[src/sit_pkg.sv]
// ----------------------------------------------------------------------------
// sit_pkg
// Shared types and constants of the sorted interpolation table.
// ----------------------------------------------------------------------------
package sit_pkg;

    localparam int DEFAULT_DEPTH = 16;
    localparam int ADDR_W        = 4;
    localparam int DATA_W        = 32;

    // register indexes (byte address = 4 * index)
    localparam logic [1:0] REG_UNDER_VALUE = 2'd0;
    localparam logic [1:0] REG_OVER_VALUE  = 2'd1;
    localparam logic [1:0] REG_TOLERANCE   = 2'd2;

    localparam logic [15:0] TOLERANCE_RESET = 16'd66;

    // request types
    localparam logic [1:0] REQ_CLEAR   = 2'd0;
    localparam logic [1:0] REQ_ADD     = 2'd1;
    localparam logic [1:0] REQ_LOOKUP  = 2'd2;
    localparam logic [1:0] REQ_IGNORED = 2'd3;

    // status codes
    localparam logic [2:0] ST_OK    = 3'd0;
    localparam logic [2:0] ST_BELOW = 3'd1;
    localparam logic [2:0] ST_ABOVE = 3'd2;
    localparam logic [2:0] ST_DUP   = 3'd3;
    localparam logic [2:0] ST_FULL  = 3'd4;

    typedef enum logic [2:0] {
        S_IDLE,
        S_DUP_SCAN,
        S_INSERT,
        S_LOOK_SCAN,
        S_DIVIDE,
        S_OUTPUT
    } seq_state_t;

    typedef enum logic [1:0] {
        D_IDLE,
        D_MUL,
        D_RUN
    } div_state_t;

    // operands of one interpolation step: q = mag * num / den
    typedef struct packed {
        logic        start;
        logic [31:0] mag;
        logic [31:0] num;
        logic [31:0] den;
    } div_req_t;

endpackage

[src/sit_if.sv]
// ----------------------------------------------------------------------------
// sit_if
// Request and response channels of the sorted interpolation table.
// ----------------------------------------------------------------------------
interface sit_req_if;
    logic               valid;
    logic               ready;
    logic [1:0]         req_type;
    logic signed [31:0] key_x;
    logic signed [31:0] value_y;

    modport source (output valid, output req_type, output key_x, output value_y,
                    input ready);
    modport sink   (input valid, input req_type, input key_x, input value_y,
                    output ready);
endinterface

interface sit_rsp_if;
    logic               valid;
    logic               ready;
    logic signed [31:0] result_y;
    logic [2:0]         status;
    logic [4:0]         point_count;

    modport source (output valid, output result_y, output status, output point_count,
                    input ready);
    modport sink   (input valid, input result_y, input status, input point_count,
                    output ready);
endinterface

[src/sit_div.sv]
// ----------------------------------------------------------------------------
// sit_div
// Multiply then restoring divide: q = (mag * num) / den, one bit a cycle.
// The caller guarantees num < den, so the quotient fits in 32 bits.
// ----------------------------------------------------------------------------
module sit_div (
    input  logic              clk,
    input  logic              rst_n,
    input  sit_pkg::div_req_t op,
    output logic              done,
    output logic [31:0]       quot
);
    import sit_pkg::*;

    div_state_t  state_reg, state_next;
    logic [5:0]  cnt_reg, cnt_next;
    logic [31:0] mag_reg, num_reg, den_reg;
    logic [31:0] rem_reg, rem_next;
    logic [31:0] low_reg, low_next;
    logic        done_reg, done_next;
    logic [63:0] prod;
    logic [32:0] rem_sh;
    logic [32:0] rem_sub;

    assign prod    = 64'(mag_reg) * 64'(num_reg);
    assign rem_sh  = {rem_reg, low_reg[31]};
    assign rem_sub = rem_sh - {1'b0, den_reg};

    // sequencer
    always_comb
    begin
        state_next = state_reg;
        cnt_next   = cnt_reg;
        rem_next   = rem_reg;
        low_next   = low_reg;
        done_next  = 1'b0;
        case (state_reg)
            D_IDLE:
            begin
                if (op.start)
                begin
                    state_next = D_MUL;
                end
            end
            D_MUL:
            begin
                rem_next   = prod[63:32];
                low_next   = prod[31:0];
                cnt_next   = 6'd0;
                state_next = D_RUN;
            end
            D_RUN:
            begin
                if (!rem_sub[32])
                begin
                    rem_next = rem_sub[31:0];
                    low_next = {low_reg[30:0], 1'b1};
                end
                else
                begin
                    rem_next = rem_sh[31:0];
                    low_next = {low_reg[30:0], 1'b0};
                end
                cnt_next = cnt_reg + 6'd1;
                if (cnt_reg == 6'd31)
                begin
                    done_next  = 1'b1;
                    state_next = D_IDLE;
                end
            end
            default:
            begin
                state_next = D_IDLE;
            end
        endcase
    end

    // control state
    always_ff @(posedge clk or negedge rst_n)
    begin
        if (!rst_n)
        begin
            state_reg <= D_IDLE;
            done_reg  <= 1'b0;
        end
        else
        begin
            state_reg <= state_next;
            done_reg  <= done_next;
        end
    end

    // datapath
    always_ff @(posedge clk)
    begin
        if (state_reg == D_IDLE && op.start)
        begin
            mag_reg <= op.mag;
            num_reg <= op.num;
            den_reg <= op.den;
        end
        cnt_reg <= cnt_next;
        rem_reg <= rem_next;
        low_reg <= low_next;
    end

    assign done = done_reg;
    assign quot = low_reg;

endmodule

[src/sorted_interpolation_table_top.sv]
// ----------------------------------------------------------------------------
// sorted_interpolation_table_top
// Sorted Q16.16 point table with clear, ordered insert and linear lookup.
// ----------------------------------------------------------------------------
// Usage:
//   req carries one request (clear, add point, lookup) per handshake; rsp
//   returns exactly one response per request, in order. The registers for
//   the under-range value, the over-range value and the tolerance sit on the
//   APB port at byte addresses 0, 4, 8; the user must write them only while
//   idle, and the block itself does not enforce this.
// Sequencing (n = stored points):
//   clear goes straight to the output step. add: a duplicate scan of the n
//   stored points, then shifting inserts through the point memory, one entry
//   a cycle. lookup: a scan of the memory for the bracketing pair, then the
//   multiply and bit-serial divide unit. Requests are handled one at a time.
// Reset: the table is empty and the registers take their reset values; the
//   point memories need no clearing, entries at or above the count are
//   never used.
// Stall: a finished response waits in the output register; the next request
//   is taken meanwhile and held in its last step until the register frees.
// ----------------------------------------------------------------------------
module sorted_interpolation_table_top #(
    parameter int TABLE_DEPTH = sit_pkg::DEFAULT_DEPTH
) (
    input  logic                         clk,
    input  logic                         rst_n,
    sit_req_if.sink                      req,
    sit_rsp_if.source                    rsp,
    input  logic                         psel,
    input  logic                         penable,
    input  logic                         pwrite,
    input  logic [sit_pkg::ADDR_W-1:0]   paddr,
    input  logic [sit_pkg::DATA_W-1:0]   pwdata,
    output logic [sit_pkg::DATA_W-1:0]   prdata,
    output logic                         pready
);
    import sit_pkg::*;

    localparam int IDX_W = $clog2(TABLE_DEPTH);
    localparam int CNT_W = $clog2(TABLE_DEPTH + 1);

    // configuration registers
    logic signed [31:0] below_reg;
    logic signed [31:0] above_reg;
    logic [15:0]        tol_reg;
    logic               cfg_wr;

    assign pready = 1'b1;
    assign cfg_wr = psel && penable && pwrite;

    always_ff @(posedge clk or negedge rst_n)
    begin
        if (!rst_n)
        begin
            below_reg <= '0;
            above_reg <= '0;
            tol_reg   <= TOLERANCE_RESET;
        end
        else if (cfg_wr)
        begin
            case (paddr[3:2])
                REG_UNDER_VALUE: below_reg <= pwdata;
                REG_OVER_VALUE:  above_reg <= pwdata;
                REG_TOLERANCE:   tol_reg   <= pwdata[15:0];
                default:         ;
            endcase
        end
    end

    always_comb
    begin
        case (paddr[3:2])
            REG_UNDER_VALUE: prdata = below_reg;
            REG_OVER_VALUE:  prdata = above_reg;
            REG_TOLERANCE:   prdata = {16'd0, tol_reg};
            default:         prdata = '0;
        endcase
    end

    // point memories
    logic signed [31:0] mem_x [TABLE_DEPTH];
    logic signed [31:0] mem_y [TABLE_DEPTH];
    logic signed [31:0] rdx_reg, rdy_reg;
    logic [CNT_W-1:0]   rd_cnt;
    logic               wr_en;
    logic signed [31:0] wr_x, wr_y;

    // sequencer state
    seq_state_t         state_reg, state_next;
    logic [CNT_W-1:0]   count_reg, count_next;
    logic [CNT_W-1:0]   idx_reg, idx_next;
    logic [CNT_W-1:0]   pos_reg, pos_next;
    logic signed [31:0] key_reg, val_reg;
    logic signed [31:0] px_reg, px_next;
    logic signed [31:0] py_reg, py_next;
    logic               neg_reg, neg_next;
    logic signed [31:0] res_reg, res_next;
    logic [2:0]         stat_reg, stat_next;
    logic               ov_reg;
    logic signed [31:0] out_y_reg;
    logic [2:0]         out_st_reg;
    logic [4:0]         out_cnt_reg;
    logic               out_load;
    logic               accept;

    // interpolation datapath
    div_req_t           dop;
    logic               div_done;
    logic [31:0]        div_q;
    logic signed [32:0] dup_diff;
    logic [32:0]        dup_abs;
    logic signed [32:0] dy;
    logic [32:0]        dy_abs;
    logic signed [32:0] dnum;
    logic signed [32:0] dden;
    logic [CNT_W-1:0]   last_idx;
    logic [CNT_W+4:0]   cnt_ext;

    // memory write and registered read
    always_ff @(posedge clk)
    begin
        if (wr_en)
        begin
            mem_x[pos_reg[IDX_W-1:0]] <= wr_x;
            mem_y[pos_reg[IDX_W-1:0]] <= wr_y;
        end
        rdx_reg <= mem_x[rd_cnt[IDX_W-1:0]];
        rdy_reg <= mem_y[rd_cnt[IDX_W-1:0]];
    end

    assign accept   = req.valid && req.ready;
    assign req.ready = (state_reg == S_IDLE);
    assign last_idx = count_reg - CNT_W'(1);
    assign dup_diff = 33'(key_reg) - 33'(rdx_reg);
    assign dup_abs  = dup_diff[32] ? 33'(-dup_diff) : 33'(dup_diff);
    assign dy       = 33'(rdy_reg) - 33'(py_reg);
    assign dy_abs   = dy[32] ? 33'(-dy) : 33'(dy);
    assign dnum     = 33'(key_reg) - 33'(px_reg);
    assign dden     = 33'(rdx_reg) - 33'(px_reg);
    assign cnt_ext  = {5'd0, count_reg};

    sit_div u_div (
        .clk   (clk),
        .rst_n (rst_n),
        .op    (dop),
        .done  (div_done),
        .quot  (div_q)
    );

    // next state and request handling
    always_comb
    begin
        state_next = state_reg;
        count_next = count_reg;
        idx_next   = idx_reg;
        pos_next   = pos_reg;
        px_next    = px_reg;
        py_next    = py_reg;
        neg_next   = neg_reg;
        res_next   = res_reg;
        stat_next  = stat_reg;
        rd_cnt     = '0;
        wr_en      = 1'b0;
        wr_x       = rdx_reg;
        wr_y       = rdy_reg;
        out_load   = 1'b0;
        dop.start  = 1'b0;
        dop.mag    = dy_abs[31:0];
        dop.num    = dnum[31:0];
        dop.den    = dden[31:0];
        case (state_reg)
            S_IDLE:
            begin
                idx_next  = '0;
                res_next  = '0;
                stat_next = ST_OK;
                if (accept)
                begin
                    case (req.req_type)
                        REQ_CLEAR:
                        begin
                            count_next = '0;
                            state_next = S_OUTPUT;
                        end
                        REQ_ADD:
                        begin
                            if (count_reg == '0)
                            begin
                                pos_next   = '0;
                                state_next = S_INSERT;
                            end
                            else
                            begin
                                state_next = S_DUP_SCAN;
                            end
                        end
                        REQ_LOOKUP:
                        begin
                            if (count_reg == '0)
                            begin
                                if (req.key_x < 0)
                                begin
                                    res_next  = below_reg;
                                    stat_next = ST_BELOW;
                                end
                                else if (req.key_x > 0)
                                begin
                                    res_next  = above_reg;
                                    stat_next = ST_ABOVE;
                                end
                                state_next = S_OUTPUT;
                            end
                            else
                            begin
                                state_next = S_LOOK_SCAN;
                            end
                        end
                        default:
                        begin
                            state_next = S_OUTPUT;
                        end
                    endcase
                end
            end
            S_DUP_SCAN:
            begin
                idx_next = idx_reg + CNT_W'(1);
                rd_cnt   = idx_next;
                if (dup_abs < {17'd0, tol_reg})
                begin
                    stat_next  = ST_DUP;
                    state_next = S_OUTPUT;
                end
                else if (idx_reg == last_idx)
                begin
                    if (count_reg >= CNT_W'(TABLE_DEPTH))
                    begin
                        stat_next  = ST_FULL;
                        state_next = S_OUTPUT;
                    end
                    else
                    begin
                        pos_next   = count_reg;
                        rd_cnt     = last_idx;
                        state_next = S_INSERT;
                    end
                end
            end
            S_INSERT:
            begin
                wr_en = 1'b1;
                if (pos_reg == '0 || !(rdx_reg > key_reg))
                begin
                    wr_x       = key_reg;
                    wr_y       = val_reg;
                    count_next = count_reg + CNT_W'(1);
                    state_next = S_OUTPUT;
                end
                else
                begin
                    pos_next = pos_reg - CNT_W'(1);
                    rd_cnt   = pos_reg - CNT_W'(2);
                end
            end
            S_LOOK_SCAN:
            begin
                idx_next = idx_reg + CNT_W'(1);
                rd_cnt   = idx_next;
                px_next  = rdx_reg;
                py_next  = rdy_reg;
                if (idx_reg == '0 && key_reg < rdx_reg)
                begin
                    res_next   = below_reg;
                    stat_next  = ST_BELOW;
                    state_next = S_OUTPUT;
                end
                else if (idx_reg != '0 && rdx_reg > key_reg)
                begin
                    dop.start  = 1'b1;
                    px_next    = px_reg;
                    py_next    = py_reg;
                    neg_next   = dy[32];
                    state_next = S_DIVIDE;
                end
                else if (idx_reg == last_idx)
                begin
                    if (key_reg > rdx_reg)
                    begin
                        res_next  = above_reg;
                        stat_next = ST_ABOVE;
                    end
                    else
                    begin
                        res_next = rdy_reg;
                    end
                    state_next = S_OUTPUT;
                end
            end
            S_DIVIDE:
            begin
                if (div_done)
                begin
                    res_next   = neg_reg ? (py_reg - $signed(div_q))
                                         : (py_reg + $signed(div_q));
                    state_next = S_OUTPUT;
                end
            end
            S_OUTPUT:
            begin
                if (!ov_reg || rsp.ready)
                begin
                    out_load   = 1'b1;
                    state_next = S_IDLE;
                end
            end
            default:
            begin
                state_next = S_IDLE;
            end
        endcase
    end

    // control registers
    always_ff @(posedge clk or negedge rst_n)
    begin
        if (!rst_n)
        begin
            state_reg <= S_IDLE;
            count_reg <= '0;
            ov_reg    <= 1'b0;
        end
        else
        begin
            state_reg <= state_next;
            count_reg <= count_next;
            if (out_load)
            begin
                ov_reg <= 1'b1;
            end
            else if (rsp.ready)
            begin
                ov_reg <= 1'b0;
            end
        end
    end

    // payload registers
    always_ff @(posedge clk)
    begin
        if (accept)
        begin
            key_reg <= req.key_x;
            val_reg <= req.value_y;
        end
        idx_reg  <= idx_next;
        pos_reg  <= pos_next;
        px_reg   <= px_next;
        py_reg   <= py_next;
        neg_reg  <= neg_next;
        res_reg  <= res_next;
        stat_reg <= stat_next;
        if (out_load)
        begin
            out_y_reg   <= res_reg;
            out_st_reg  <= stat_reg;
            out_cnt_reg <= cnt_ext[4:0];
        end
    end

    assign rsp.valid       = ov_reg;
    assign rsp.result_y    = out_y_reg;
    assign rsp.status      = out_st_reg;
    assign rsp.point_count = out_cnt_reg;

endmodule

[src/flat_wrapper.sv]
// flat-port wrapper written by rule: the top's interface ports become plain ports
module sorted_interpolation_table_top_flat import sit_pkg::*;
#(
    parameter int TABLE_DEPTH = sit_pkg::DEFAULT_DEPTH
)
  (clk, rst_n, psel, penable, pwrite, paddr, pwdata, prdata, pready, req_valid, req_req_type, req_key_x, req_value_y, req_ready, rsp_valid, rsp_result_y, rsp_status, rsp_point_count, rsp_ready);
  sit_req_if req_i ();
  sit_rsp_if rsp_i ();
  input  logic clk;
  input  logic rst_n;
  input  logic psel;
  input  logic penable;
  input  logic pwrite;
  input  logic [sit_pkg::ADDR_W-1:0] paddr;
  input  logic [sit_pkg::DATA_W-1:0] pwdata;
  output logic [sit_pkg::DATA_W-1:0] prdata;
  output logic pready;
  input wire logic [$bits(req_i.valid)-1:0] req_valid;
  input wire logic [$bits(req_i.req_type)-1:0] req_req_type;
  input wire logic [$bits(req_i.key_x)-1:0] req_key_x;
  input wire logic [$bits(req_i.value_y)-1:0] req_value_y;
  output wire logic [$bits(req_i.ready)-1:0] req_ready;
  output wire logic [$bits(rsp_i.valid)-1:0] rsp_valid;
  output wire logic [$bits(rsp_i.result_y)-1:0] rsp_result_y;
  output wire logic [$bits(rsp_i.status)-1:0] rsp_status;
  output wire logic [$bits(rsp_i.point_count)-1:0] rsp_point_count;
  input wire logic [$bits(rsp_i.ready)-1:0] rsp_ready;
  assign req_i.valid = req_valid;
  assign req_i.req_type = req_req_type;
  assign req_i.key_x = req_key_x;
  assign req_i.value_y = req_value_y;
  assign req_ready = req_i.ready;
  assign rsp_valid = rsp_i.valid;
  assign rsp_result_y = rsp_i.result_y;
  assign rsp_status = rsp_i.status;
  assign rsp_point_count = rsp_i.point_count;
  assign rsp_i.ready = rsp_ready;
  sorted_interpolation_table_top #(.TABLE_DEPTH(TABLE_DEPTH)) u_core (.clk(clk), .rst_n(rst_n), .req(req_i), .rsp(rsp_i), .psel(psel), .penable(penable), .pwrite(pwrite), .paddr(paddr), .pwdata(pwdata), .prdata(prdata), .pready(pready));
endmodule
[config.mk]
export PLATFORM = sky130hd
export DESIGN_NAME = sorted_interpolation_table_top_flat
export DESIGN_NICKNAME = d
export VERILOG_FILES = /design/src/sit_pkg.sv /design/src/sit_if.sv /design/src/sit_div.sv /design/src/sorted_interpolation_table_top.sv /design/src/flat_wrapper.sv
export SDC_FILE = /design/constraint.sdc
export NUM_CORES = 2
export LEC_CHECK = 0
export BUFFER_PORTS_ARGS = -buffer_cell sky130_fd_sc_hd__buf_2
export CORE_ASPECT_RATIO = 0.75
export CORE_UTILIZATION = 30
export CTS_BUF_LIST = sky130_fd_sc_hd__clkbuf_2
export CTS_CLUSTER_DIAMETER = 120
export DETAILED_ROUTE_END_ITERATION = 8
export HOLD_SLACK_MARGIN = 0.03
export PLACE_DENSITY = 0.47
export RECOVER_POWER = 50
export SLEW_MARGIN = 10
export SYNTH_ARGS = -nofsm -noshare
export SYNTH_HDL_FRONTEND = slang
export SYNTH_SLANG_ARGS = --single-unit
[constraint.sdc]
create_clock -name clk -period 20.2 [get_ports clk]
set_clock_uncertainty 0.05 [all_clocks]
set_input_delay 2.02 -clock clk [delete_from_list [all_inputs] [get_ports clk]]
set_output_delay 2.02 -clock clk [all_outputs]
set_load 0.005 [all_outputs]
==> reports/metrics.csv <==
stage,metric,value,unit
global_route,GRT Util Overall,19.09,%
synthesis,asr flop ratio synth,5.897,%
die,Starting Density,30.20,%
synthesis,synth unique cells,99,
finish,Final #Nets,10890,
routing,drt drc,0,
finish,fin area,0.1165,mm²
worst_setup_path,Worst Reg-to-Reg Cells,28,
timing,Final Max Tran Viols,1455,
global_route,initial antenna violation count,35,
clock_network,CTS Root Buffer Type,clkbuf_2,
place,"Cell Area, Placed",0.1133,mm²
global_route,vias in the first global route,76880,
worst_setup_path,critical path endpoint category,register,
synthesis,Yosys top cell by area,edfxtp_1,
die,num ports,184,
synthesis,syn_nets,10640,
routing,Pre-Repair DR Iteration Count,6,
routing,Vias/cell,5.132,
worst_setup_path,Worst path max stage delay,1.56,ns
finish,area delta synth->final,8.941,%
timing,Final Hold Vio Count,0,
timing,Final min period,11.09,ns
timing,RSZ-0062 raised after global routing,false,
finish,utilization after layout,32.91,%
worst_setup_path,R2R setup slack,9.11,ns
routing,Avg WL per Cell,24.19,µm
min_path,Hold Path End,u_core.rsp.result_y[6],
worst_setup_path,Crit Reg-Reg Endpoint,u_core.u_div.rem_reg[26],
synthesis,Synth Area in Compound Gates,11.74,%
die,DIE AREA,0.3588,mm²
die,core area,0.3540,mm²
timing,Final Cycle Share,54.92,%
run_status,failing checks,"max-capacitance violations, max-slew violations",
synthesis,adder and majority gate portion of the synthesized area,22.61,%
worst_setup_path,Worst path most repeated cell,fa_1,
synthesis,Commonest cells post-synth,"edfxtp_1, inv_1, fa_1, nand2_1, and2_1",
routing,vias,73890,
clock_network,Clock transition at path regs,0.11,ns
synthesis,Post-synth EDFFs,1404,
synthesis,Yosys reg bits,1560,
clock_network,Post-CTS Setup Inserts,0,
place,DP Cell Count,13690,
synthesis,top post-synthesis cells by area,"edfxtp_1, fa_1, ha_1",
synthesis,Mapped Area,0.1069,mm²
run_status,status,finished with violations,
clock_network,CTS tree,yes,
place,placed wire-length estimate,230500,µm
timing,worst slew pin tran,4.473,ns
min_path,Hold Crit Class,register to register,
synthesis,Post-synth top flop,edfxtp_1,
routing,Routed WL,348300,µm
timing,Fmax,90.14,MHz
place,routability cong.,0.8539,
timing,Rel. slew slack,-198.2,%
synthesis,main combinational cell family by area after synthesis,adder cells,
synthesis,sequential area share after synthesis,42.78,%
finish,fill cell count,35720,
clock_network,cts repair resizes,0,
clock_network,CTS buffer count,377,
routing,Detail Route Antenna Nets,0,
synthesis,Ys Warns,0,
clock_network,CTS H-tree lvls,5,
timing,Fin Setup TNS,0,ns
global_route,total gr overflow,0,
die,chip width,691.4,µm
die,Die Y,519.0,µm
synthesis,xor/xnor cell area share of the yosys netlist,2.277,%
worst_setup_path,Worst EP required,21.27,ns
global_route,largest net degree at the start of global routing,181,
die,row cnt,189,
worst_setup_path,crit path max fanout,32,
clock_network,clock sinks,1560,
worst_setup_path,Worst path slowest cell,clkbuf_1,
synthesis,Synth Instances,9144,
synthesis,mux share of post-synthesis cell area,4.594,%
finish,layout cells sized above 1,12.24,%
worst_setup_path,r2r startpoint,u_core.u_div.mag_reg[2],
worst_setup_path,CP startpoint kind,register,
timing,final setup fails,0,
routing,DRT iter0 DRCs,6513,
global_route,first-pass GRT wire length,515300,µm
worst_setup_path,crit path DAT,12.16,ns
min_path,hold depth,0,
synthesis,top-count cell post-synth,edfxtp_1,
synthesis,Syn Area/Cell,11.69,µm²
min_path,worst hold start,u_core.res_reg[6],
clock_network,later-pin clock latency in the skew report,1.76,ns
place,PortBufs,180,
clock_network,clock buffer depth,4,
worst_setup_path,Setup CP Type,register to register,
synthesis,Post-Synth Simple-Gate Area,10.08,%
run,Max Cap Viol,49,
synthesis,top-area cell type share of the netlist area,39.43,%
finish,Finished Layout Cells,14400,
[worst max path at each step]
stage | start | cells after the start | slack (ns) | end
2_1_floorplan | u_core.u_div.num_reg[2] | 31 | 12.41 | u_core.u_div.rem_reg[31]
3_3_place_gp | u_core.key_reg[0] | 29 | 10.11 | u_core.rdx_reg[0]
3_5_place_dp | u_core.key_reg[0] | 30 | 10.10 | u_core.rdx_reg[0]
4_1_cts | u_core.key_reg[0] | 30 | 9.98 | u_core.rdx_reg[13]
5_1_grt | u_core.u_div.mag_reg[2] | 28 | 8.49 | u_core.u_div.rem_reg[26]
6_report | u_core.u_div.mag_reg[2] | 28 | 9.11 | u_core.u_div.rem_reg[26]
[cells by family (layout without fill, tap and decap cells)]
| family | count (synthesis) | count (layout) |
|---|---|---|
| buf+inv | 1607 | 2161 |
| mux | 444 | 444 |
| other cells | 1 | 23 |
| flops | 1560 | 1560 |
| simple gates | 2134 | 2134 |
| compound gates | 1729 | 1729 |
| fa+ha+maj | 1391 | 1391 |
| xor+xnor | 278 | 278 |
[cell usage in the layout (no fill, tap or decap), drive strengths merged, types with 33 or more instances in the layout]
cell type	Yosys	layout
o21ai	270	270
xor2	89	89
ha	489	489
nand2	742	742
buf	108	295
or3	36	36
xnor2	189	189
dfrtp	90	90
nand2b	40	40
o31a	256	256
a21o	93	93
nor2	269	269
mux2i	79	79
fa	902	902
nand4	87	87
a21oi	252	252
nor3	93	93
o21a	33	33
edfxtp	1404	1404
clkbuf	408	671
a211o	259	259
inv	1089	1094
a31oi	35	35
and3	36	36
nor2b	41	41
o211ai	274	274
mux2	364	364
and2	615	615
dfxtp	64	64
clkinv	2	91
nand3	72	72
[stage by stage]
| stage | setup WS, ns | hold WS (ns) |
|---|---|---|
| after floorplan | 12.41 | 0.3503 |
| after global placement | 10.11 | 0.3515 |
| after detailed placement | 10.10 | 0.3571 |
| after CTS | 9.979 | 0.1182 |
| after global routing | 8.488 | 0.1653 |
| final | 9.106 | 0.3558 |
[timing repair]
| item | CTS | global route |
|---|---|---|
| endpoints found under the hold margin | 32 | 0 |
| setup endpoints to repair | 0 | 0 |
| hold buffers | 1 | 0 |
[area by class of cell]
| cell class | instances | area (µm²) | area share, % |
|---|---|---|---|
| inverter | 1091 | 4095 | 3.516 |
| multi-input combinational | 5977 | 54960 | 47.18 |
| timing repair buffer | 386 | 2255 | 1.936 |
| sequential | 1560 | 45750 | 39.27 |
| antenna | 22 | 55.05 | 0.04726 |
| clock buffer | 581 | 2908 | 2.496 |
| tap | 4679 | 5854 | 5.026 |
| clock inverter | 103 | 618.1 | 0.5306 |
[routing by layer]
| metal | track usage [%] | vias up | part of all wire, % | wire length [µm] |
|---|---|---|---|---|
| met5 | 0 | - | 0.055 | 191 |
| met2 | 27.76 | 2534 | 42 | 145100 |
| met4 | 4.824 | 30 | 2.7 | 9265 |
| li1 | - | 32720 | - | - |
| met3 | 2.970 | 498 | 6.5 | 22500 |
| met1 | 29.31 | 38110 | 49 | 171300 |
[worst max-delay path, delay by kind of cell (launching register included)]
family | cells | cell delay, ns
simple gates | 4 | 1.51
buf+inv | 5 | 1.90
compound gates | 10 | 2.94
fa+ha+maj | 9 | 3.77
flops | 1 | 0.33
Power is left out: the tool's default activity adds up to more than one toggle a clock period on the data nets, which glitch-free logic cannot reach.
